<file path="src/hdl/cts_ram.sv">
`timescale 1ns / 1ps
// Generic simple dual-port RAM: one write port, one read port, registered read.
// No dependencies.
module cts_ram #(
    parameter int WIDTH = 8,
    parameter int DEPTH = 16
) (
    input  logic                                    i_clk,
    input  logic                                    i_we,
    input  logic [((DEPTH > 1) ? $clog2(DEPTH) : 1)-1:0] i_waddr,
    input  logic [WIDTH-1:0]                        i_wdata,
    input  logic [((DEPTH > 1) ? $clog2(DEPTH) : 1)-1:0] i_raddr,
    output logic [WIDTH-1:0]                        o_rdata
);

    logic [WIDTH-1:0] r_mem [DEPTH];
    logic [WIDTH-1:0] r_rdata;

    always_ff @(posedge i_clk) begin
        if (i_we) begin
            r_mem[i_waddr] <= i_wdata;
        end
        r_rdata <= r_mem[i_raddr];
    end

    assign o_rdata = r_rdata;

endmodule

</file>
<file path="config.mk">
export PLATFORM = sky130hd
export DESIGN_NAME = cts_ram
export DESIGN_NICKNAME = d
export VERILOG_FILES = /design/src/hdl/cts_ram.sv
export SDC_FILE = /design/constraint.sdc
export NUM_CORES = 1
export LEC_CHECK = 0
export ABC_CLOCK_PERIOD_IN_PS = 2800
export BUFFER_PORTS_ARGS = -buffer_cell sky130_fd_sc_hd__buf_2
export CAP_MARGIN = 15
export CORE_ASPECT_RATIO = 1.25
export CORE_MARGIN = 4
export CORE_UTILIZATION = 51
export CTS_CLUSTER_SIZE = 30
export DETAILED_ROUTE_END_ITERATION = 10
export PLACE_DENSITY = 0.79
export SYNTH_ARGS = -nofsm -noshare
export SYNTH_HDL_FRONTEND = slang
export SYNTH_SLANG_ARGS = --single-unit
</file>
<file path="constraint.sdc">
create_clock -name i_clk -period 2.8 [get_ports i_clk]
set_clock_uncertainty 0.05 [all_clocks]
set_input_delay 0.56 -clock i_clk [delete_from_list [all_inputs] [get_ports i_clk]]
set_output_delay 0.56 -clock i_clk [all_outputs]
set_load 0.02 [all_outputs]
</file>
# Yosys cells after proc, flatten, opt, wreduce, memory -nomap -nowiden

Memories as Yosys holds them, arrays and structs flattened. A register that Yosys moved wholly into a read port is not among the register bits.
Cells that the tools add are included.

Flip-flop bits (word level): 0
Latch bits: 0
RAM bits: 128
Memory bits (read-only): 0
Input port bits: 18
Output and inout bits: 8
Logic and storage cells: 3
Memories kept: 1

Memories:

| memory | depth | width | rd ports | clocked after Yosys merged registers in | wr ports | line | RTL |
|---|---|---|---|---|---|---|---|
| r_mem  | 16    | 8     | 1        | 1                                       | 1        | 16   | `logic [WIDTH-1:0] r_mem [DEPTH];` |

Add/sub/neg operators: 0
Multiply operators: 0
Divide/modulo/power cells: 0
Magnitude comparators: 0
Equal/unequal tests: 0
Shift operators: 0
Multiplexer cells: 2
Bitwise logic cells: 0
Reduce and logical (&&, ||, !) cells: 0

Operators with widths:

| operator         | count |
|---|---|
| 1-bit 2-to-1 mux | 2 |

# Logic depth before layout (Yosys ltp)

Word-level depth: 2
Depth in mapped cells: 5
Mapped depth without buffers: 3

# Worst setup path after synthesis

Ideal clock, no wire load.

Kind: input to register
From: in i_waddr[2] in the netlist's numbering
To: mem r_mem[0][0], enable pin
Library setup time: 0.383 ns
Arrival: 1.670 ns
Required time: 2.367 ns
Path slack: 0.697 ns
Cell stages on the path: 2
Path buffers: 0
Path through: or3b_2 > nor3_1

RTL lines:

| item            | line | RTL |
|---|---|---|
| start, declared | 10   | `input logic [((DEPTH > 1) ? $clog2(DEPTH) : 1)-1:0] i_waddr,` |
| end, declared   | 16   |  |

No word-level cell before the write port.

# Final worst setup path

From: in i_waddr[2] in the netlist's numbering
To: mem r_mem[3][0], enable pin

No word-level cell before the write port.

==> flow_summary.toml <==
[drt]
routed_wl_um = 9940
antenna_left = 0
drc = 0
via_count = 2436
routedWlPerCell_um = 23.8
drtPass1Iterations = 4
vias_per_cell = 5.84
drt-initial-drc-count = 330

[final_layout]
nFillCells = 671
layout_commonest_cell = "edfxtp_1"
finalNetCount = 296
multiInputGateArea_um2 = 1060
utilization = 0.625
drive_gt1_frac = 0.306
num_antenna_cells = 0
area_growth_pct = 18.6
layout_common_cells = "edfxtp_1, buf_2, mux4_2"
fin_cells = 417
seqCellArea_um2 = 4000

[die]
die_y_um = 120
ioPinCount = 26
die_w_um = 97.9
row_count = 40
design.die.area_um2 = 11800
initial_core_util = 0.527
core-area_um2 = 9760

[synthesis]
synthTopCellsByArea = "edfxtp_1, mux4_2, mux4_1"
syn_inst = 229
yosysWarnings = 0
syn_avg_cell_area_um2 = 22.5
synth-seq-cells = 136
synth_area_um2 = 5150
yosysTopAreaCellShare = 0.747
yosysTopAreaCell = "edfxtp_1"
syn-num-nets = 247
synth_cell_types = 19
yosysSeqAreaShare = 0.778

[timing]
fin_ws_ns = 1.00
maxSlewHeadroom = 0.495
fin_tns_setup_ns = 0
worstMarginPinSlew_ns = 0.755
setup_viol = 0
period_share = 0.642
finalMaxSlewViolations = 0
rsz0062_at_grt = "false"
hold_violations = 0
finalCriticalPeriod_ns = 1.80
fmax_mhz = 556

[setup_path]
crit_required_ns = 2.79
end_kind = "flip-flop"
worstSetupEndpoint = "r_mem[3][0]"
crit_cells = 3
path_cells = "buf_2 -> or3b_2 -> nor2_1"
critical_path_class = "in2reg"
ff2ff_path_depth = 3
worst_ep_arrival_time_ns = 1.79
cp_slowest_cell = "nor2_1"
startpoint_type = "input pin"
reg2reg_from = "r_mem[1][3]"
cp_max_fo = 8
cp_slowest_stage_delay_ns = 0.60
critPathTopFamily = "simple AND/OR/NAND/NOR gates"
critPathLaunch = "i_waddr[2]"
rrSetupSlack_ns = 1.32
r2r_end = "o_rdata[3]"
path_buf_inv = 1

[clock_network]
cts_buffer_depth = 2
path_clk_slew_ns = 0.06
htreeDepth = 4
cts_tree = "built"
post_cts_buffers = 0
root_buffer = "clkbuf_16"
ctsResizeCount = 0
clock-sinks = 136
hold_buffers = 0
clkLatencyLatePin_ns = 0.42
numCtsBuffers = 17

[power_and_ir_drop]
ir_drop_mv = 0.563
powerDensity_nw_per_um2 = 789
leakage_nw = 2.08

[placement]
portBuffers = 25
dp.cells = 385
dp_hpwl_um = 6130
place_ws_ns = 0.580
place.gp.congestion = 0.787

[global_routing]
grt_max_degree = 33
grt_pass1_wl_um = 15600
track_usage = 0.189
antenna_found_initial = 0
grt-ovfl-total = 0
grt_pass1_vias = 2654

[run]
drv_cap = 0

[worst_hold_path]
min_path_type = "in2reg"

[outcome]
status = "complete, no violations"
==> routing by layer <==
| metal | routed length [um] | up-vias | GRT usage |
|---|---|---|---|
| met3 | 633 | 15 | 0.0606 |
| met4 | 213 | 0 | 0.0883 |
| met2 | 5190 | 92 | 0.298 |
| met5 | 0 | - | 0 |
| li1 | - | 1073 | - |
| met1 | 3900 | 1256 | 0.239 |
==> worst reg2reg max path, delay by kind of cell (launching register included) <==
| family | cells | cell delay [ns] |
|---|---|---|
| flops | 1 | 0.39 |
| simple gates | 1 | 0.10 |
| compound gates | 1 | 0.27 |
| mux | 1 | 0.55 |
==> how the worst min path moves through the flow <==
stage                   to  cells past startpoint    startpoint  slack (ns)
3_5_place_dp    o_rdata[2]                      3  r_mem[14][2]        0.62
5_1_grt        r_mem[1][4]                      1    i_wdata[4]        0.48
6_report       r_mem[1][4]                      1    i_wdata[4]        0.49
3_3_place_gp    o_rdata[1]                      3  r_mem[14][1]        0.61
4_1_cts        r_mem[4][3]                      1    i_wdata[3]        0.47
2_1_floorplan   o_rdata[0]                      3   r_mem[7][0]        0.58
==> logic make-up after synthesis <==
family,after synthesis,share of synthesized area
flops,136,0.778
simple gates,35,0.0318
mux,32,0.150
compound gates,16,0.0233
buf+inv,10,0.0168
==> layout make-up <==
| class | count | area share |
|---|---|---|
| multi-input cells | 83 | 0.173 |
| well taps | 126 | 0.0258 |
| flip-flops and latches | 136 | 0.656 |
| repair buffers | 40 | 0.0431 |
| clock buffers | 20 | 0.0732 |
| clock inverters | 12 | 0.0287 |
==> power by group <==
part	internal [mW]	switching, mW
Combinational	0.0899	0.134
Clock	1.51	0.792
Sequential	2.28	0.0138
Total	3.88	0.940
==> stage by stage <==
step,power (mW),hold slack [ns],area [um2]
floorplan,2.46,0.579,5150
global placement,2.55,0.607,5480
detailed placement,2.56,0.623,5480
CTS,4.85,0.466,6100
global route,4.97,0.477,6100
finish,4.82,0.486,6100
==> sequential cells by signal (all words and copies together) (netlist names) <==
name and cells:
o_rdata 8, r_mem 128
==> synth_stat cells <==
library cell / n
edfxtp_1: 128
mux4_2: 18
a22oi_1: 16
mux4_1: 14
nor2_1: 13
nand2_1: 9
dfxtp_1: 8
nor3_1: 4
buf_2: 3
buf_6: 3
clkdlybuf4s25_2: 3
nand2b_1: 2
nand3b_1: 2
and2_1: 1
and2b_1: 1
buf_4: 1
nand3_1: 1
nor2b_1: 1
or3b_2: 1
No activity file was read; power rests on OpenSTA's default activity.
