**config.mk**
```make
export PLATFORM = sky130hd
export DESIGN_NAME = cts_cfg
export DESIGN_NICKNAME = d
export VERILOG_FILES = /design/src/hdl/cts_pkg.sv /design/src/hdl/cts_cfg.sv
export SDC_FILE = /design/constraint.sdc
export NUM_CORES = 1
export LEC_CHECK = 0
export ABC_CLOCK_PERIOD_IN_PS = 1600
export BUFFER_PORTS_ARGS = -buffer_cell sky130_fd_sc_hd__buf_2
export CAP_MARGIN = 0
export CORE_ASPECT_RATIO = 1.25
export CORE_MARGIN = 2
export CORE_UTILIZATION = 40
export CTS_CLUSTER_SIZE = 30
export DETAILED_ROUTE_END_ITERATION = 12
export GPL_TIMING_DRIVEN = 0
export PLACE_DENSITY = 0.79
export SYNTH_ARGS = -nofsm -noshare
export SYNTH_HDL_FRONTEND = slang
export SYNTH_SLANG_ARGS = --single-unit
```
**constraint.sdc**
```tcl
create_clock -name i_clk -period 1.6 [get_ports i_clk]
set_clock_uncertainty 0.1 [all_clocks]
set_input_delay 0.24 -clock i_clk [delete_from_list [all_inputs] [get_ports i_clk]]
set_output_delay 0.24 -clock i_clk [all_outputs]
set_load 0.05 [all_outputs]
```
**src/hdl/cts_pkg.sv**
```systemverilog
`timescale 1ns / 1ps
// Shared types and codes for the COO to CSR converter.
// Used by the configuration block and the top level; no dependencies.
package cts_pkg;

    localparam int ROW_W   = 10;
    localparam int COL_W   = 16;
    localparam int VAL_W   = 32;
    localparam int INDEX_W = 13;
    localparam int KIND_W  = 3;
    localparam int STAT_W  = 3;
    localparam int RPTR_W  = 13;
    localparam int RIU_W   = 11;
    localparam int PADDR_W = 2;

    localparam logic [KIND_W-1:0] KIND_LOAD   = 3'd0;
    localparam logic [KIND_W-1:0] KIND_FINISH = 3'd1;
    localparam logic [KIND_W-1:0] KIND_RDPTR  = 3'd2;
    localparam logic [KIND_W-1:0] KIND_RDENT  = 3'd3;
    localparam logic [KIND_W-1:0] KIND_CLEAR  = 3'd4;

    localparam logic [STAT_W-1:0] STAT_OK    = 3'd0;
    localparam logic [STAT_W-1:0] STAT_ROW   = 3'd1;
    localparam logic [STAT_W-1:0] STAT_FULL  = 3'd2;
    localparam logic [STAT_W-1:0] STAT_PHASE = 3'd3;
    localparam logic [STAT_W-1:0] STAT_INDEX = 3'd4;

    localparam logic [PADDR_W-1:0] ADDR_ROWS_IN_USE = 2'd0;
    localparam logic [RIU_W-1:0]   ROWS_IN_USE_RST  = 11'd1024;

    typedef struct packed {
        logic [COL_W-1:0] col;
        logic [VAL_W-1:0] value;
    } t_csr;

    typedef struct packed {
        logic [ROW_W-1:0] row;
        logic [COL_W-1:0] col;
        logic [VAL_W-1:0] value;
    } t_coord;

endpackage

```
**src/hdl/cts_cfg.sv**
```systemverilog
`timescale 1ns / 1ps
// APB register block holding rows_in_use and its clamped effective row count.
// Depends on cts_pkg.
module cts_cfg #(
    parameter int MAX_ROWS = 1024
) (
    input  logic                          i_clk,
    input  logic                          i_rst_n,
    input  logic                          i_busy,
    input  logic                          psel,
    input  logic                          penable,
    input  logic                          pwrite,
    input  logic [cts_pkg::PADDR_W-1:0]   paddr,
    input  logic [31:0]                   pwdata,
    output logic [31:0]                   prdata,
    output logic                          pready,
    output logic [$clog2(MAX_ROWS+1)-1:0] o_eff_rows
);

    localparam int RW = $clog2(MAX_ROWS + 1);
    localparam logic [RW-1:0] EFF_RST = (1024 > MAX_ROWS) ? RW'(MAX_ROWS) : RW'(1024);

    logic [cts_pkg::RIU_W-1:0] r_rows;
    logic [RW-1:0]             r_eff;
    logic [31:0]               w_wr32;
    logic                      w_wr;

    assign pready = 1'b1;
    assign w_wr32 = 32'(pwdata[cts_pkg::RIU_W-1:0]);
    // The row count is frozen while a conversion holds entries or is finished.
    assign w_wr   = psel && penable && pwrite && (paddr == cts_pkg::ADDR_ROWS_IN_USE)
                    && !i_busy;

    always_ff @(posedge i_clk) begin
        if (!i_rst_n) begin
            r_rows <= cts_pkg::ROWS_IN_USE_RST;
            r_eff  <= EFF_RST;
        end else if (w_wr) begin
            r_rows <= pwdata[cts_pkg::RIU_W-1:0];
            r_eff  <= (w_wr32 > 32'(MAX_ROWS)) ? RW'(MAX_ROWS) : RW'(w_wr32);
        end
    end

    assign prdata     = (paddr == cts_pkg::ADDR_ROWS_IN_USE) ? 32'(r_rows) : 32'd0;
    assign o_eff_rows = r_eff;

endmodule

```
; Word level (Yosys, flattened, before mapping)
; Index checks and enable logic that the tools add are counted.
[op_classes]
n_lt_le_gt_ge = 1
muxes = 2
n_reduce_logical = 6
[ops]
columns = op, n
row1 = $mux 11, 2
row2 = $gt 11x11->1 const B, 1
row3 = $logic_and 1x1->1, 4
row4 = $logic_not 2->1, 1
row5 = $logic_not 1->1, 1
[totals]
ff_bits = 22
inputBits = 40
out_inout_bits = 44
wordCells = 11

; Logic depth before layout (Yosys ltp)
; Gate-level depths: netlist (run 1).
[logic_depth]
ltp_word = 4
mapped_depth = 5

; Worst setup path after synthesis (run 1)
; Ideal clock, no wire load.
[synth_timing]
path_kind = register to output
start = reg r_rows[10] (netlist name)
end = out prdata[10]
arrival_time_ns = 1.428
required_time_ns = 1.260
setup_slack_ns = -0.168
stages_incl_launch_ff = 3
n_path_buf = 0
path_cell_list = dfxtp_1 > inv_1 > nor3_1
[synth_between]
elab_chain_len = 1
[synth_rtl]
columns = element, line_no
row1 = from (decl), cts_cfg.sv:23  ; logic [cts_pkg::RIU_W-1:0] r_rows;
row2 = from (signal assigned), cts_cfg.sv:36  ; r_rows <= cts_pkg::ROWS_IN_USE_RST;
row3 = from (signal assigned), cts_cfg.sv:39  ; r_rows <= pwdata[cts_pkg::RIU_W-1:0];
row4 = $mux 11, cts_cfg.sv:44  ; assign prdata = (paddr == cts_pkg::ADDR_ROWS_IN_USE) ? 32'(r_rows) : 32'd0;
row5 = to (decl), cts_cfg.sv:15  ; output logic [31:0] prdata,
; Every way passes these cells.

; Worst setup path in the final report (run 1)
; Same ends and word-level chain as after synthesis.

==> metrics.csv, run 1 <==
metric,value,unit
final count of pins violating max slew,0,
critical path class,register to output pin,
diode count,0,
final worst-path cycle share,91.16,%
CP startpoint kind,register,
crit path cell chain,inv_1 > nor3_2 > buf_2,
power share of the clock group,27.3,%
first-pass GRT wire length,3.691,mm
Final ANT Viol Nets,0,
critical path's slowest cell,dfxtp_1,
DP HPWL,1.803,mm
clk sinks,22,
CP Max Fanout,2,
Post-Syn Area per Cell,8.521,um^2
simple-gate share of the synthesized area,26.37,%
Synth Area in Adders,0,%
"Seq/Total Area, Yosys",37.73,%
Clock Pin Slew Worst Setup and Hold Paths,130,ps
placement row count,21,
Final Setup Violations,0,
max incr delay on CP,330,ps
CTS Buf Count,3,
placed inst area,0.001485,mm^2
synthesized instance count,137,
WL/cell,9.308,um
fraction of layout cells with a size suffix above 1,37.00,%
initial core utilization,42.72,%
Mapped Area,0.001167,mm^2
multi-input logic area,573.1,um^2
Core ar.,0.002733,mm^2
final-report hold violation count,0,
Port Buffers,39,
most frequent cells in the layout,"buf_2 (39), buf_4 (23), conb_1 (22), dfxtp_1 (22), nand2_1 (20)",
routed vias/inst,4.158,
GP Congestion,0.8361,
mux contribution to synthesized area,8.574,%
later-pin clock latency in the skew report,290,ps
Remaining DRCs,0,
max_cap viols,0,
final-stage net count,241,
combinational share of power,22.6,%
vias in the first global route,885,
Internal,761.9,uW
Post-CTS Setup Bufs,0,
post-synthesis register bit count,22,
Synth Area in Compound Gates,6.431,%
Net Sw Power,340.2,uW
arrival time worst endpoint,1120,ps
Max VDD drop,0.3365,mV
Seq. cell area,440.4,um^2
Vias,973,
Min-Delay Path Class,input pin to register,
sequential share of power,50.1,%
Area Growth Syn to Fin,30.65,%
IO Pins,84,
die area,0.003369,mm^2
Net Sw Frac,30.87,%
CTS tree,done,
CTS root buf,clkbuf_4,
clock buffer depth,2,
Fill cells,281,
status,"finished, final reports clean",
maximum clock frequency,685.6,MHz
largest family of logic cells by synthesized area,simple AND/OR/NAND/NOR gates,
GRT overflow,0,
DRT Pass-1 Iters,4,
Layout Cell Area excl Fill,0.001525,mm^2
die width,52.32,um
worst hold slack,79.82,ps
initial DRC count,9,
leakage,0.0007449,uW
CP Data Required Time,1260,ps
Critical Path Sink Type,output pin,
largest net degree at the start of global routing,13,
"most common cell after layout, fill and taps aside",buf_2,
Syn. warnings,0,
Die Y-Extent,64.40,um
Netlist cell types,18,
H-tree depth,1,
post-synthesis xor/xnor area fraction,0,%
minimum clock period,1459,ps
initial antenna violation count,0,
drt total wl,2.178,mm
RSZ-0062 raised after global routing,false,
GRT Util Overall,14.12,%
pwr/cell area,722.6,mW/mm^2
power groups by stage:
stage	registers, uW	logic [uW]	clock network [uW]
floorplan	569	204	0
global placement	565	246	0
detailed placement	565	246	0
CTS	552	247	301
global route	553	266	334
finish	552	249	301
cell usage after synthesis:
library cell  instances  area (um^2)
o211ai_2              2        25.02
and2_1               10        62.56
buf_4                23        172.7
and4b_1               1        10.01
inv_1                 2        7.510
nand2_1              20        75.07
nor2_1                1        3.750
dfxtp_1              22        440.4
nand3_1               1        5.000
nand4_1              10        62.56
mux2i_1              10        100.1
conb_1                2        7.510
nand3b_1             10        75.07
buf_6                 2        22.52
clkbuf_1              9        33.78
and2_4                1        8.760
o21ai_1              10        50.05
nor3_1                1        5.000
cell families (layout without fill, tap and decap cells):
kind of cell | count (synthesis) | in the layout
AO/OA/AOI/OAI | 12 | 12
AND/OR/NAND/NOR | 55 | 55
buffers and inverters | 36 | 79
other | 2 | 22
multiplexers | 10 | 10
flip-flops | 22 | 22
worst max-delay path, delay by kind of cell, from the launching register on:
kind                   cells  cell delay, ps
buffers and inverters      2             330
flip-flops                 1             330
AND/OR/NAND/NOR            1             150
layer usage:
layer  vias to the layer above  track usage (%)  wire length (um)
li1                        537                -                 -
met5                         -                0                 0
met4                         0            5.769                44
met2                        32            23.75              1087
met1                       400            17.39               885
met3                         4            2.336               161
metrics by stage:
stage	util [%]	cells	power [uW]	setup TNS, ps	setup WS, ps
finish	55.82	234	1102	0	141.4
global route	55.82	234	1153	0	43.80
CTS	55.72	234	1100	0	51.08
detailed placement	54.35	230	810.4	-44.37	-16.19
global placement	54.35	230	810.2	-95.78	-13.39
floorplan	-	157	773.4	0	182.7
what timing repair did:
item                                    CTS  global route
gates resized for setup                   1             1
hold buffers                              0             0
endpoints found under the setup margin   10             8
state kept, by name, indices dropped and copies added, names as in the netlist:
signal,cells
r_rows,11
o_eff_rows,11
final timing paths:
check	from	to	slack (ps)	cells past startpoint
min	pwdata[4]	r_rows[4]	80	3
max reg2reg	r_rows[10]	r_rows[10]	880	2
max	r_rows[10]	prdata[10]	140	3
min reg2reg	r_rows[8]	r_rows[8]	350	2
final cells by class:
type                            instances  share of cell area (%)
Multi-Input combinational cell         99                   37.57
Clock buffer                            4                   2.379
Tap cell                               34                   2.789
Inverter                                2                  0.4922
Buffer                                 34                   15.09
Sequential cell                        22                   28.88
Timing Repair Buffer                   39                   12.80
(Power assumes the default switching activity.)
==> inputs of run 2 (changes only) <==
Settings changed: CORE_UTILIZATION 40 to 42, CTS_BUF_LIST set to sky130_fd_sc_hd__clkbuf_4 sky130_fd_sc_hd__clkbuf_8, PLACE_DENSITY 0.79 to 0.82, REMOVE_ABC_BUFFERS set to 1.
==> run 2 against run 1 <==
Critical path depth unchanged. Die area down 4.4%. Clock power down 22%. Total power down 10%.
==> metrics.csv, run 2 (synthesized netlist as in run 1, its figures left out) <==
metric,value,unit,change
status,"finished, final reports clean",,
initial core utilization,43.99,%,+1.3 points
final worst-path cycle share,90.00,%,-1.2 points
max_cap viols,0,,unchanged
DRT Pass-1 Iters,4,,unchanged
crit path buf inv count,2,,unchanged
cell family with most CP delay,buffers and inverters,,
CTS tree,done,,
critical path class,register to output pin,,
dpl cells,197,,-14%
maximum clock frequency,694.4,MHz,+1.3%
H-tree depth,1,,unchanged
GP Congestion,0.6897,,-18%
critical path's slowest cell,dfxtp_1,,
CTS root buf,clkbuf_4,,
"most common cell after layout, fill and taps aside",buf_2,,
Final ANT Viol Nets,0,,unchanged
total negative slack,0,ps,unchanged
routed vias/inst,4.622,,+11%
CP Data Required Time,1260,ps,about the same
initial antenna violation count,0,,unchanged
Post-CTS Setup Bufs,0,,unchanged
Area Growth Syn to Fin,10.72,%,
Setup WS post-layout,159.9,ps,+18.50 ps
fraction of layout cells with a size suffix above 1,28.74,%,-8.3 points
diode count,0,,unchanged
GRT overflow,0,,unchanged
Min-Delay Path Class,input pin to register,,
Critical Path Sink Type,output pin,,
WL/cell,10.91,um,+17%
vias in the first global route,801,,-9.5%
later-pin clock latency in the skew report,280,ps,about the same
Slew headroom,53.96,%,
Fill cells,288,,+2.5%
most frequent cells in the layout,"buf_2 (40), conb_1 (22), dfxtp_1 (22)",,
leakage,0.0005921,uW,-21%
crit path cell chain,inv_1 > nor3_1 > buf_2,,
final-report hold violation count,0,,unchanged
GRT Util Overall,13.52,%,-0.60 points
CTS Buf Count,3,,unchanged
arrival time worst endpoint,1100,ps,-20 ps
pwr/cell area,765.4,mW/mm^2,+5.9%
drt total wl,2.193,mm,+0.69%
Final Setup Violations,0,,unchanged
RSZ-0062 raised after global routing,false,,
clock buffer depth,2,,unchanged
Max VDD drop,0.4203,mV,+25%
final-stage net count,209,,-13%
Clock Pin Slew Worst Setup and Hold Paths,110,ps,-20 ps
Slew @ Worst Pin,690.6,ps,
Port Buffers,40,,+2.6%
CP Max Fanout,2,,unchanged
Seq. cell area,440.4,um^2,unchanged
Remaining DRCs,0,,unchanged
DP HPWL,1.466,mm,-19%
die width,51.16,um,-2.2%
Core ar.,0.002654,mm^2,-2.9%
initial DRC count,20,,+11
max incr delay on CP,320,ps,about the same
IO Pins,84,,unchanged
minimum clock period,1440,ps,-18.50 ps
final count of pins violating max slew,0,,unchanged
placement row count,21,,unchanged
Setup WS pre-CTS,-596.7,ps,-580.5 ps
Die Y-Extent,62.95,um,-2.3%
clk sinks,22,,unchanged
Finished Layout Cells,201,,-14%
multi-input logic area,579.3,um^2,+1.1%
CP startpoint kind,register,,
Vias,929,,-4.5%
largest net degree at the start of global routing,43,,+30
first-pass GRT wire length,3.367,mm,-8.8%
worst hold slack,86.54,ps,+6.717 ps
die area,0.003220,mm^2,-4.4%
==> run 2: what timing repair did <==
action,in CTS,in global routing
endpoints found under the setup margin,32,5
pin swaps,0,1
gates resized for setup,2,0
hold buffers,0,0
cloned,0,1
==> run 2: cell type report <==
| class | instances | area share (%) |
|---|---|---|
| Sequential cell | 22 | 34.08 |
| Inverter | 2 | 0.5808 |
| Tap cell | 34 | 3.291 |
| Multi-Input combinational cell | 100 | 44.82 |
| Clock buffer | 3 | 1.742 |
| Timing Repair Buffer | 40 | 15.49 |
==> run 2: metrics by stage <==
stage,cell area [um^2],util (%),total power [uW]
after CTS,1286,48.47,1002
after detailed placement,1256,47.34,761.8
after global placement,1256,47.34,761.4
after floorplan,1013,-,711.3
final,1292,48.70,989.2
after global routing,1292,48.70,1047
==> run 2: path summary, 6_finish.rpt <==
path	from	to	slack [ps]	cells past startpoint
worst max-delay path	r_rows[10]	prdata[10]	160	3
worst min-delay path	pwdata[9]	r_rows[9]	90	3
worst max register to register	o_eff_rows[3]	o_eff_rows[3]	900	2
worst min register to register	r_rows[5]	r_rows[5]	350	2
==> run 2: report_power, final <==
group          switching, uW  leakage (uW)  internal (uW)
logic                    172      0.000401           31.2
clock network            146     0.0000138           87.5
registers               1.36      0.000177            551
total                    320      0.000592            670
==> run 2: worst register-to-register path, stage by stage, from the launching register on <==
cell and delay [ps]:
dfxtp_1 350, nand2_1 50, mux2i_1 150
==> run 2: per-layer routing <==
| layer | global-route usage (%) | wire (um) | up-vias | part of all wire (%) |
|---|---|---|---|---|
| met5 | 0 | 0 | - | 0 |
| li1 | - | - | 473 | - |
| met3 | 0.7177 | 117 | 2 | 5.3 |
| met1 | 16.22 | 922 | 421 | 42 |
| met2 | 23.05 | 1128 | 33 | 51 |
| met4 | 8.108 | 25 | 0 | 1.1 |
